**src/gsi_pkg.sv**
```systemverilog
// ----------------------------------------------------------------------------
// gsi_pkg
// shared types and constants for the gini split impurity unit
// ----------------------------------------------------------------------------
package gsi_pkg;

    localparam int unsigned FRAC_W = 17;
    localparam logic [FRAC_W-1:0] ONE_Q16 = 17'h10000;

    localparam logic CFG_ROW_COUNT = 1'b0;
    localparam logic CFG_MASK      = 1'b1;

    typedef enum logic [2:0] {
        BK_IDLE,
        BK_LOAD,
        BK_DIV,
        BK_GINI,
        BK_WEIGHT,
        BK_EMIT
    } back_state_t;

    typedef struct packed {
        logic       valid;
        logic [4:0] index;
        logic       last;
    } job_t;

endpackage

```
**src/gsi_divider.sv**
```systemverilog
// ----------------------------------------------------------------------------
// gsi_divider
// restoring divider for q1.16 fractions, one quotient bit a cycle, clamped at one
// ----------------------------------------------------------------------------
module gsi_divider #(
    parameter int unsigned CW = 16
) (
    input  logic                       clk,
    input  logic                       rst_n,
    input  logic                       start,
    input  logic [CW-1:0]              num,
    input  logic [CW-1:0]              den,
    output logic                       done,
    output logic [gsi_pkg::FRAC_W-1:0] quot
);
    import gsi_pkg::*;

    localparam int unsigned QW = CW + 16;
    localparam int unsigned CNT_W = $clog2(QW + 1);

    logic [CW:0]        rem_reg, rem_next;
    logic [QW-1:0]      q_reg, q_next;
    logic [QW-1:0]      n_reg, n_next;
    logic [CW-1:0]      d_reg;
    logic [CNT_W-1:0]   cnt_reg, cnt_next;
    logic               busy_reg, busy_next;
    logic [CW:0]        trial;
    logic               zero_reg;

    always_comb
    begin
        rem_next  = rem_reg;
        q_next    = q_reg;
        n_next    = n_reg;
        cnt_next  = cnt_reg;
        busy_next = busy_reg;
        trial     = {rem_reg[CW-1:0], n_reg[QW-1]};
        if (start)
        begin
            rem_next  = '0;
            q_next    = '0;
            n_next    = {num, 16'h0000};
            cnt_next  = CNT_W'(QW);
            busy_next = 1'b1;
        end
        else if (busy_reg)
        begin
            n_next = {n_reg[QW-2:0], 1'b0};
            if (trial >= {1'b0, d_reg})
            begin
                rem_next = trial - {1'b0, d_reg};
                q_next   = {q_reg[QW-2:0], 1'b1};
            end
            else
            begin
                rem_next = trial;
                q_next   = {q_reg[QW-2:0], 1'b0};
            end
            cnt_next = cnt_reg - 1'b1;
            if (cnt_reg == CNT_W'(1))
            begin
                busy_next = 1'b0;
            end
        end
    end

    always_ff @(posedge clk or negedge rst_n)
    begin
        if (!rst_n)
        begin
            busy_reg <= 1'b0;
            cnt_reg  <= '0;
        end
        else
        begin
            busy_reg <= busy_next;
            cnt_reg  <= cnt_next;
        end
    end

    always_ff @(posedge clk)
    begin
        rem_reg <= rem_next;
        q_reg   <= q_next;
        n_reg   <= n_next;
        if (start)
        begin
            d_reg    <= den;
            zero_reg <= (den == '0);
        end
    end

    assign done = busy_reg && (cnt_reg == CNT_W'(1));
    // result valid the cycle after done
    assign quot = zero_reg ? '0 :
                  (q_reg > QW'(ONE_Q16)) ? ONE_Q16 : q_reg[FRAC_W-1:0];

endmodule

```
**src/gsi_back.sv**
```systemverilog
// ----------------------------------------------------------------------------
// gsi_back
// per-feature impurity sequencer: shared divider, multiplier steps, output register
// ----------------------------------------------------------------------------
module gsi_back #(
    parameter int unsigned NUM_FEATURES = 32,
    parameter int unsigned COUNT_WIDTH  = 16
) (
    input  logic                                clk,
    input  logic                                rst_n,
    input  logic                                job_pending,
    output logic                                job_taken,
    input  logic [NUM_FEATURES*COUNT_WIDTH-1:0] snap_d,
    input  logic [NUM_FEATURES*COUNT_WIDTH-1:0] snap_pw,
    input  logic [NUM_FEATURES*COUNT_WIDTH-1:0] snap_pn,
    input  logic [15:0]                         row_count,
    input  logic [31:0]                         enable_mask,
    output logic                                out_valid,
    input  logic                                out_ready,
    output logic [4:0]                          feature_index,
    output logic [15:0]                         impurity_value,
    output logic                                feature_used,
    output logic                                last_feature
);
    import gsi_pkg::*;

    localparam int unsigned MW = (COUNT_WIDTH > 16) ? COUNT_WIDTH : 16;
    localparam int unsigned FI_W = (NUM_FEATURES > 1) ? $clog2(NUM_FEATURES) : 1;

    back_state_t            state_reg, state_next;
    logic [FI_W-1:0]        fi_reg, fi_next;
    logic [1:0]             ph_reg, ph_next;
    logic                   wait_reg, wait_next;
    logic                   taken_reg, taken_next;
    logic [COUNT_WIDTH-1:0] d_reg, pw_reg, pn_reg;
    logic [MW-1:0]          rest_reg;
    logic [MW-1:0]          m_ext;
    logic [FRAC_W-1:0]      p_reg, p1_reg, p2_reg;
    logic [15:0]            g1_reg, g2_reg;
    logic [16:0]            t1_reg;
    logic [17:0]            sum;
    logic                   ov_reg, ov_next;
    job_t                   out_reg;
    logic [15:0]            val_reg;
    logic                   used_reg;
    logic                   dv_start, dv_done;
    logic [MW-1:0]          dv_num, dv_den;
    logic [FRAC_W-1:0]      dv_q;
    logic [33:0]            gmul;
    logic [33:0]            wmul;
    logic                   load, emit_en, cap_p, cap_p1, cap_p2, cap_g, cap_w1;

    gsi_divider #(.CW(MW)) u_div (
        .clk   (clk),
        .rst_n (rst_n),
        .start (dv_start),
        .num   (dv_num),
        .den   (dv_den),
        .done  (dv_done),
        .quot  (dv_q)
    );

    assign m_ext = MW'(row_count);

    always_comb
    begin
        case (ph_reg)
            2'd0:
            begin
                dv_num = MW'(d_reg);
                dv_den = m_ext;
            end
            2'd1:
            begin
                dv_num = MW'(pw_reg);
                dv_den = MW'(d_reg);
            end
            default:
            begin
                dv_num = MW'(pn_reg);
                dv_den = rest_reg;
            end
        endcase
    end

    // divider runs at the wider of the counter and denominator widths
    logic [MW-1:0] d_ext;
    logic [MW-1:0] num_p;
    assign d_ext = MW'(d_reg);
    assign num_p = d_ext;

    assign gmul = 34'(ph_reg == 2'd0 ? p1_reg : p2_reg) *
                  34'(ONE_Q16 - (ph_reg == 2'd0 ? p1_reg : p2_reg));
    assign wmul = (ph_reg == 2'd0) ? 34'(p_reg) * 34'(g1_reg)
                                   : 34'(ONE_Q16 - p_reg) * 34'(g2_reg);
    assign sum  = 18'(t1_reg) + 18'(wmul[33:16]);

    always_comb
    begin
        state_next = state_reg;
        fi_next    = fi_reg;
        ph_next    = ph_reg;
        wait_next  = 1'b0;
        taken_next = 1'b0;
        ov_next    = ov_reg;
        dv_start   = 1'b0;
        load = 1'b0; emit_en = 1'b0;
        cap_p = 1'b0; cap_p1 = 1'b0; cap_p2 = 1'b0; cap_g = 1'b0; cap_w1 = 1'b0;
        unique case (state_reg)
            BK_IDLE:
            begin
                if (job_pending && !taken_reg)
                begin
                    fi_next    = '0;
                    state_next = BK_LOAD;
                end
            end
            BK_LOAD:
            begin
                load       = 1'b1;
                ph_next    = 2'd0;
                state_next = BK_DIV;
                wait_next  = 1'b1;
            end
            BK_DIV:
            begin
                if (wait_reg)
                begin
                    dv_start = 1'b1;
                end
                else if (ov_reg)
                begin
                    ov_next = 1'b0;
                    if (ph_reg == 2'd0) cap_p = 1'b1;
                    else if (ph_reg == 2'd1) cap_p1 = 1'b1;
                    else cap_p2 = 1'b1;
                    if (ph_reg == 2'd2)
                    begin
                        ph_next    = 2'd0;
                        state_next = BK_GINI;
                    end
                    else
                    begin
                        ph_next   = ph_reg + 2'd1;
                        wait_next = 1'b1;
                    end
                end
                else if (dv_done)
                begin
                    ov_next = 1'b1;
                end
            end
            BK_GINI:
            begin
                cap_g = 1'b1;
                if (ph_reg == 2'd1)
                begin
                    ph_next    = 2'd0;
                    state_next = BK_WEIGHT;
                end
                else
                begin
                    ph_next = 2'd1;
                end
            end
            BK_WEIGHT:
            begin
                if (ph_reg == 2'd0)
                begin
                    cap_w1  = 1'b1;
                    ph_next = 2'd1;
                end
                else if (!out_reg.valid || out_ready)
                begin
                    emit_en = 1'b1;
                    if (fi_reg == FI_W'(NUM_FEATURES - 1))
                    begin
                        taken_next = 1'b1;
                        state_next = BK_IDLE;
                    end
                    else
                    begin
                        fi_next    = fi_reg + 1'b1;
                        state_next = BK_LOAD;
                    end
                end
            end
            default:
            begin
                state_next = BK_IDLE;
            end
        endcase
    end

    assign job_taken = taken_reg;

    always_ff @(posedge clk or negedge rst_n)
    begin
        if (!rst_n)
        begin
            state_reg <= BK_IDLE;
            fi_reg    <= '0;
            ph_reg    <= '0;
            wait_reg  <= 1'b0;
            taken_reg <= 1'b0;
            ov_reg    <= 1'b0;
            out_reg   <= '0;
        end
        else
        begin
            state_reg <= state_next;
            fi_reg    <= fi_next;
            ph_reg    <= ph_next;
            wait_reg  <= wait_next;
            taken_reg <= taken_next;
            ov_reg    <= ov_next;
            if (emit_en)
            begin
                out_reg.valid <= 1'b1;
                out_reg.index <= 5'(fi_reg);
                out_reg.last  <= (fi_reg == FI_W'(NUM_FEATURES - 1));
            end
            else if (out_ready)
            begin
                out_reg.valid <= 1'b0;
            end
        end
    end

    always_ff @(posedge clk)
    begin
        if (load)
        begin
            d_reg  <= snap_d[fi_reg*COUNT_WIDTH +: COUNT_WIDTH];
            pw_reg <= snap_pw[fi_reg*COUNT_WIDTH +: COUNT_WIDTH];
            pn_reg <= snap_pn[fi_reg*COUNT_WIDTH +: COUNT_WIDTH];
            if (MW'(snap_d[fi_reg*COUNT_WIDTH +: COUNT_WIDTH]) >= m_ext)
                rest_reg <= '0;
            else
                rest_reg <= m_ext - MW'(snap_d[fi_reg*COUNT_WIDTH +: COUNT_WIDTH]);
        end
        if (cap_p)
        begin
            // p uses m as divisor, which may be wider than the counters
            p_reg <= (num_p >= m_ext) ? ((m_ext == '0) ? '0 : ONE_Q16) : dv_q;
        end
        if (cap_p1) p1_reg <= dv_q;
        if (cap_p2) p2_reg <= dv_q;
        if (cap_g)
        begin
            if (ph_reg == 2'd0) g1_reg <= gmul[30:15];
            else                g2_reg <= gmul[30:15];
        end
        if (cap_w1) t1_reg <= wmul[32:16];
        if (emit_en)
        begin
            used_reg <= enable_mask[fi_reg];
            if (!enable_mask[fi_reg])  val_reg <= '0;
            else if (sum > 18'd65535)  val_reg <= 16'hFFFF;
            else                       val_reg <= sum[15:0];
        end
    end

    assign out_valid      = out_reg.valid;
    assign feature_index  = out_reg.index;
    assign last_feature   = out_reg.last;
    assign impurity_value = val_reg;
    assign feature_used   = used_reg;

endmodule

```
**config.mk**
```make
export PLATFORM = sky130hd
export DESIGN_NAME = gsi_back
export DESIGN_NICKNAME = d
export VERILOG_FILES = /design/src/gsi_pkg.sv /design/src/gsi_divider.sv /design/src/gsi_back.sv
export SDC_FILE = /design/constraint.sdc
export NUM_CORES = 2
export LEC_CHECK = 0
export ABC_CLOCK_PERIOD_IN_PS = 12600
export BUFFER_PORTS_ARGS = -buffer_cell sky130_fd_sc_hd__buf_2
export CAP_MARGIN = 40
export CORE_AREA = 4 4 629 631
export CTS_CLUSTER_DIAMETER = 200
export DETAILED_ROUTE_END_ITERATION = 6
export DIE_AREA = 0 0 633 635
export PLACE_DENSITY = 0.3
export REMOVE_ABC_BUFFERS = 1
export SKIP_CTS_REPAIR_TIMING = 1
export SYNTH_ARGS = -nofsm -noshare
export SYNTH_HDL_FRONTEND = slang
export SYNTH_SLANG_ARGS = --single-unit
```
**constraint.sdc**
```tcl
create_clock -name clk -period 12.6 [get_ports clk]
set_input_delay 1.26 -clock clk [delete_from_list [all_inputs] [get_ports clk]]
set_output_delay 1.26 -clock clk [all_outputs]
set_load 0.02 [all_outputs]
```
==> summary.txt <==
Layout
  • Area Growth Syn to Fin: 29.9%
  • Finished Core Util: a little under a fifth
  • Final layout net count: around 9400
  • Most frequent cells in the layout: buf_2 (1613), inv_1 (965), fa_1 (730)
  • Number of flip-flops in the largest register: 32
  • Fillcell total: 43600
  • Share of layout cells above drive strength 1: between 30% and 40%
  • Most common cell after layout, fill and taps aside: buf_2

Flow run
  • Max Cap Viol: 0

Setup path
  • FF-to-FF End: impurity_value[7]
  • Setup Crit Path Kind: flop to flop
  • CP top delay family: adder cells
  • Crit start category: flop
  • Worst path slowest cell: o22ai_2
  • Critical Path RT: roughly 13 ns
  • Largest stage delay on the critical path: approximately 0.60 ns
  • Max Fanout on Critical Path: 16
  • Worst Path Arrival: around 11 ns
  • Reg2Reg Setup Slack: 1.56 ns
  • Worst reg2reg path depth: 40
  • Worst Path Buf+Inv: 7
  • Critical Path Sink Type: flop
  • RR Startpoint: p_reg[0]

Global routing
  • Global-route wire length before repair: between 400 and 500 mm
  • Largest net degree at the start of global routing: between 100 and 150
  • Initial antenna violation count: 185
  • Total GRT Usage: around 16%
  • Vias in the first global route: between 50000 and 60000
  • GRT overflow: 0

Logic synthesis
  • Cell area after synthesis: 0.0549 mm²
  • Netlist cell types: 86
  • Simple logic cell fraction of the synthesized area: 13.4%
  • Yosys reg bits: between 200 and 300
  • Synth Instances: 5257
  • Register area share after synthesis: 14.7%
  • Synth Flop Type: edfxtp_1
  • Yosys warnings: 0
  • Mux contribution to synthesized area: roughly 22%
  • Post-synth EDFFs: around 210
  • Combinational family with the most area after synthesis: adder cells
  • Ys async rst share: under 10%
  • Synth Area in Adders: 35.2%
  • Synth Area in Compound Gates: under 10%
  • Post-synthesis xor/xnor area fraction: 1.76%
  • Syn_area_per_cell: around 10 µm²

Run status
  • Status: finished, final reports clean

Floorplanning
  • Core box area: just under 0.4 mm²
  • Die height: 635 µm
  • Initial core utilization: between 10% and 20%
  • Row count: ~230
  • IO Pins: approximately 1600
  • Die area: ~0.4 mm²
  • Die width: roughly 630 µm

STA
  • Slew @ Worst Pin: about 0.93 ns
  • Final hold vios: 0
  • RSZ-0062 raised after global routing: false
  • Final setup fails: 0
  • Max_slew headroom: 37.9%
  • Post-route minimum period: 11.04 ns
  • Clock Skew: approximately 0.038 ns
  • Sum Neg Setup Slack: 0 ns
  • Tcrit/Tclk final: between 80% and 90%
  • Max frequency: 90.6 MHz
  • Minimum hold slack: approximately 0.48 ns
  • Final-report max-slew violation count: 0

Hold path
  • Hold crit path type: flop to flop
  • Worst hold path depth: 1
  • Hold Crit Endpoint: last_feature
  • Hold_sp: last_feature

Route
  • WL per Instance: 26.9 µm
  • Router iterations before antenna repair: 5
  • Vias: 46500
  • Drt first-iter violations: around 2600
  • Total Wirelength: 324 mm
  • DRT antenna net count: 0
  • # DRC: 0
  • Via/cell ratio: 3.87

Clock network
  • Sink Count: between 200 and 300
  • CTS tree: done
  • CTS root buf: clkbuf_16
  • Clk buf depth: 3
  • Num CTS Buffers: 40
  • Worst-path clk slew: approximately 0.060 ns
  • Htree depth: 2
  • Worst skew pair latency: a little over 0.6 ns

Placement
  • Placer Congestion: between 0.8 and 0.9
  • DP Wirelength: about 290 mm
  • I/O Buffers: about 1600
## worst max path at each step
| stage | startpoint | endpoint | cells after the start |
|---|---|---|---|
| 6_report | p_reg[0] | impurity_value[7] | 40 |
| 3_3_place_gp | p_reg[0] | impurity_value[0] | 40 |
| 4_1_cts | p_reg[0] | impurity_value[7] | 40 |
| 5_1_grt | p_reg[0] | impurity_value[6] | 40 |
| 2_1_floorplan | fi_reg[0] | rest_reg[14] | 14 |
| 3_5_place_dp | p_reg[0] | impurity_value[11] | 40 |
## per-layer routing
| layer | GRT usage (%) | up-vias | routed length (µm) | part of all wire [%] |
|---|---|---|---|---|
| li1 | - | 20500 | - | - |
| met1 | 20.8 | 24300 | 141000 | 44 |
| met2 | 27.9 | 1379 | 163000 | 50 |
| met3 | 1.85 | 320 | 13200 | 4.1 |
| met4 | 1.94 | 74 | 5310 | 1.6 |
| met5 | 0 | - | 463 | 0.14 |
## final cells by class
class / instances / area [µm²] / share of cell area (%)
diodes: 56 / 140 / 0.197
inverters: 972 / 3650 / 5.12
well taps: 5197 / 6500 / 9.12
multi-input cells: 3695 / 42000 / 59.0
repair buffers: 1740 / 9490 / 13.3
clock inverters: 19 / 234 / 0.328
clock buffers: 55 / 1130 / 1.58
flip-flops and latches: 289 / 8090 / 11.3
## cell usage after synthesis, types with 30 or more instances
cell | number | share of area, %
xor2_1 | 41 | 0.65
ha_1 | 373 | 8.5
nand2_1 | 637 | 4.4
mux4_2 | 490 | 20
fa_1 | 730 | 27
nand2b_1 | 140 | 1.6
nor3_1 | 39 | 0.36
a21o_1 | 30 | 0.41
edfxtp_1 | 214 | 12
dfxtp_1 | 48 | 1.8
and2_1 | 280 | 3.2
o21ai_0 | 104 | 0.95
mux2i_1 | 84 | 1.5
buf_2 | 50 | 0.46
xnor2_1 | 69 | 1.1
a21oi_1 | 106 | 0.97
clkbuf_1 | 205 | 1.4
nor2_1 | 231 | 1.6
buf_1 | 43 | 0.29
nand3_1 | 33 | 0.30
inv_1 | 967 | 6.6
## metrics by stage
step / setup WS [ns] / cell area (µm²) / std cells
after detailed placement: 1.49 / 69800 / 11900
after CTS: 1.47 / 71100 / 12000
after global routing: 0.738 / 71200 / 12000
after global placement: 1.56 / 69100 / 11900
final: 1.56 / 71300 / 12000
after floorplan: -6.07 / 53600 / 4956
## kinds of logic after synthesis
logic type	after synthesis
flip-flops	289
adder cells (fa/ha/maj)	1103
multiplexers	581
XOR/XNOR	110
AO/OA/AOI/OAI	384
AND/OR/NAND/NOR	1517
buffers and inverters	1273
Power is left out: the tool's default activity adds up to more than one toggle a clock period on the data nets, which glitch-free logic cannot reach.
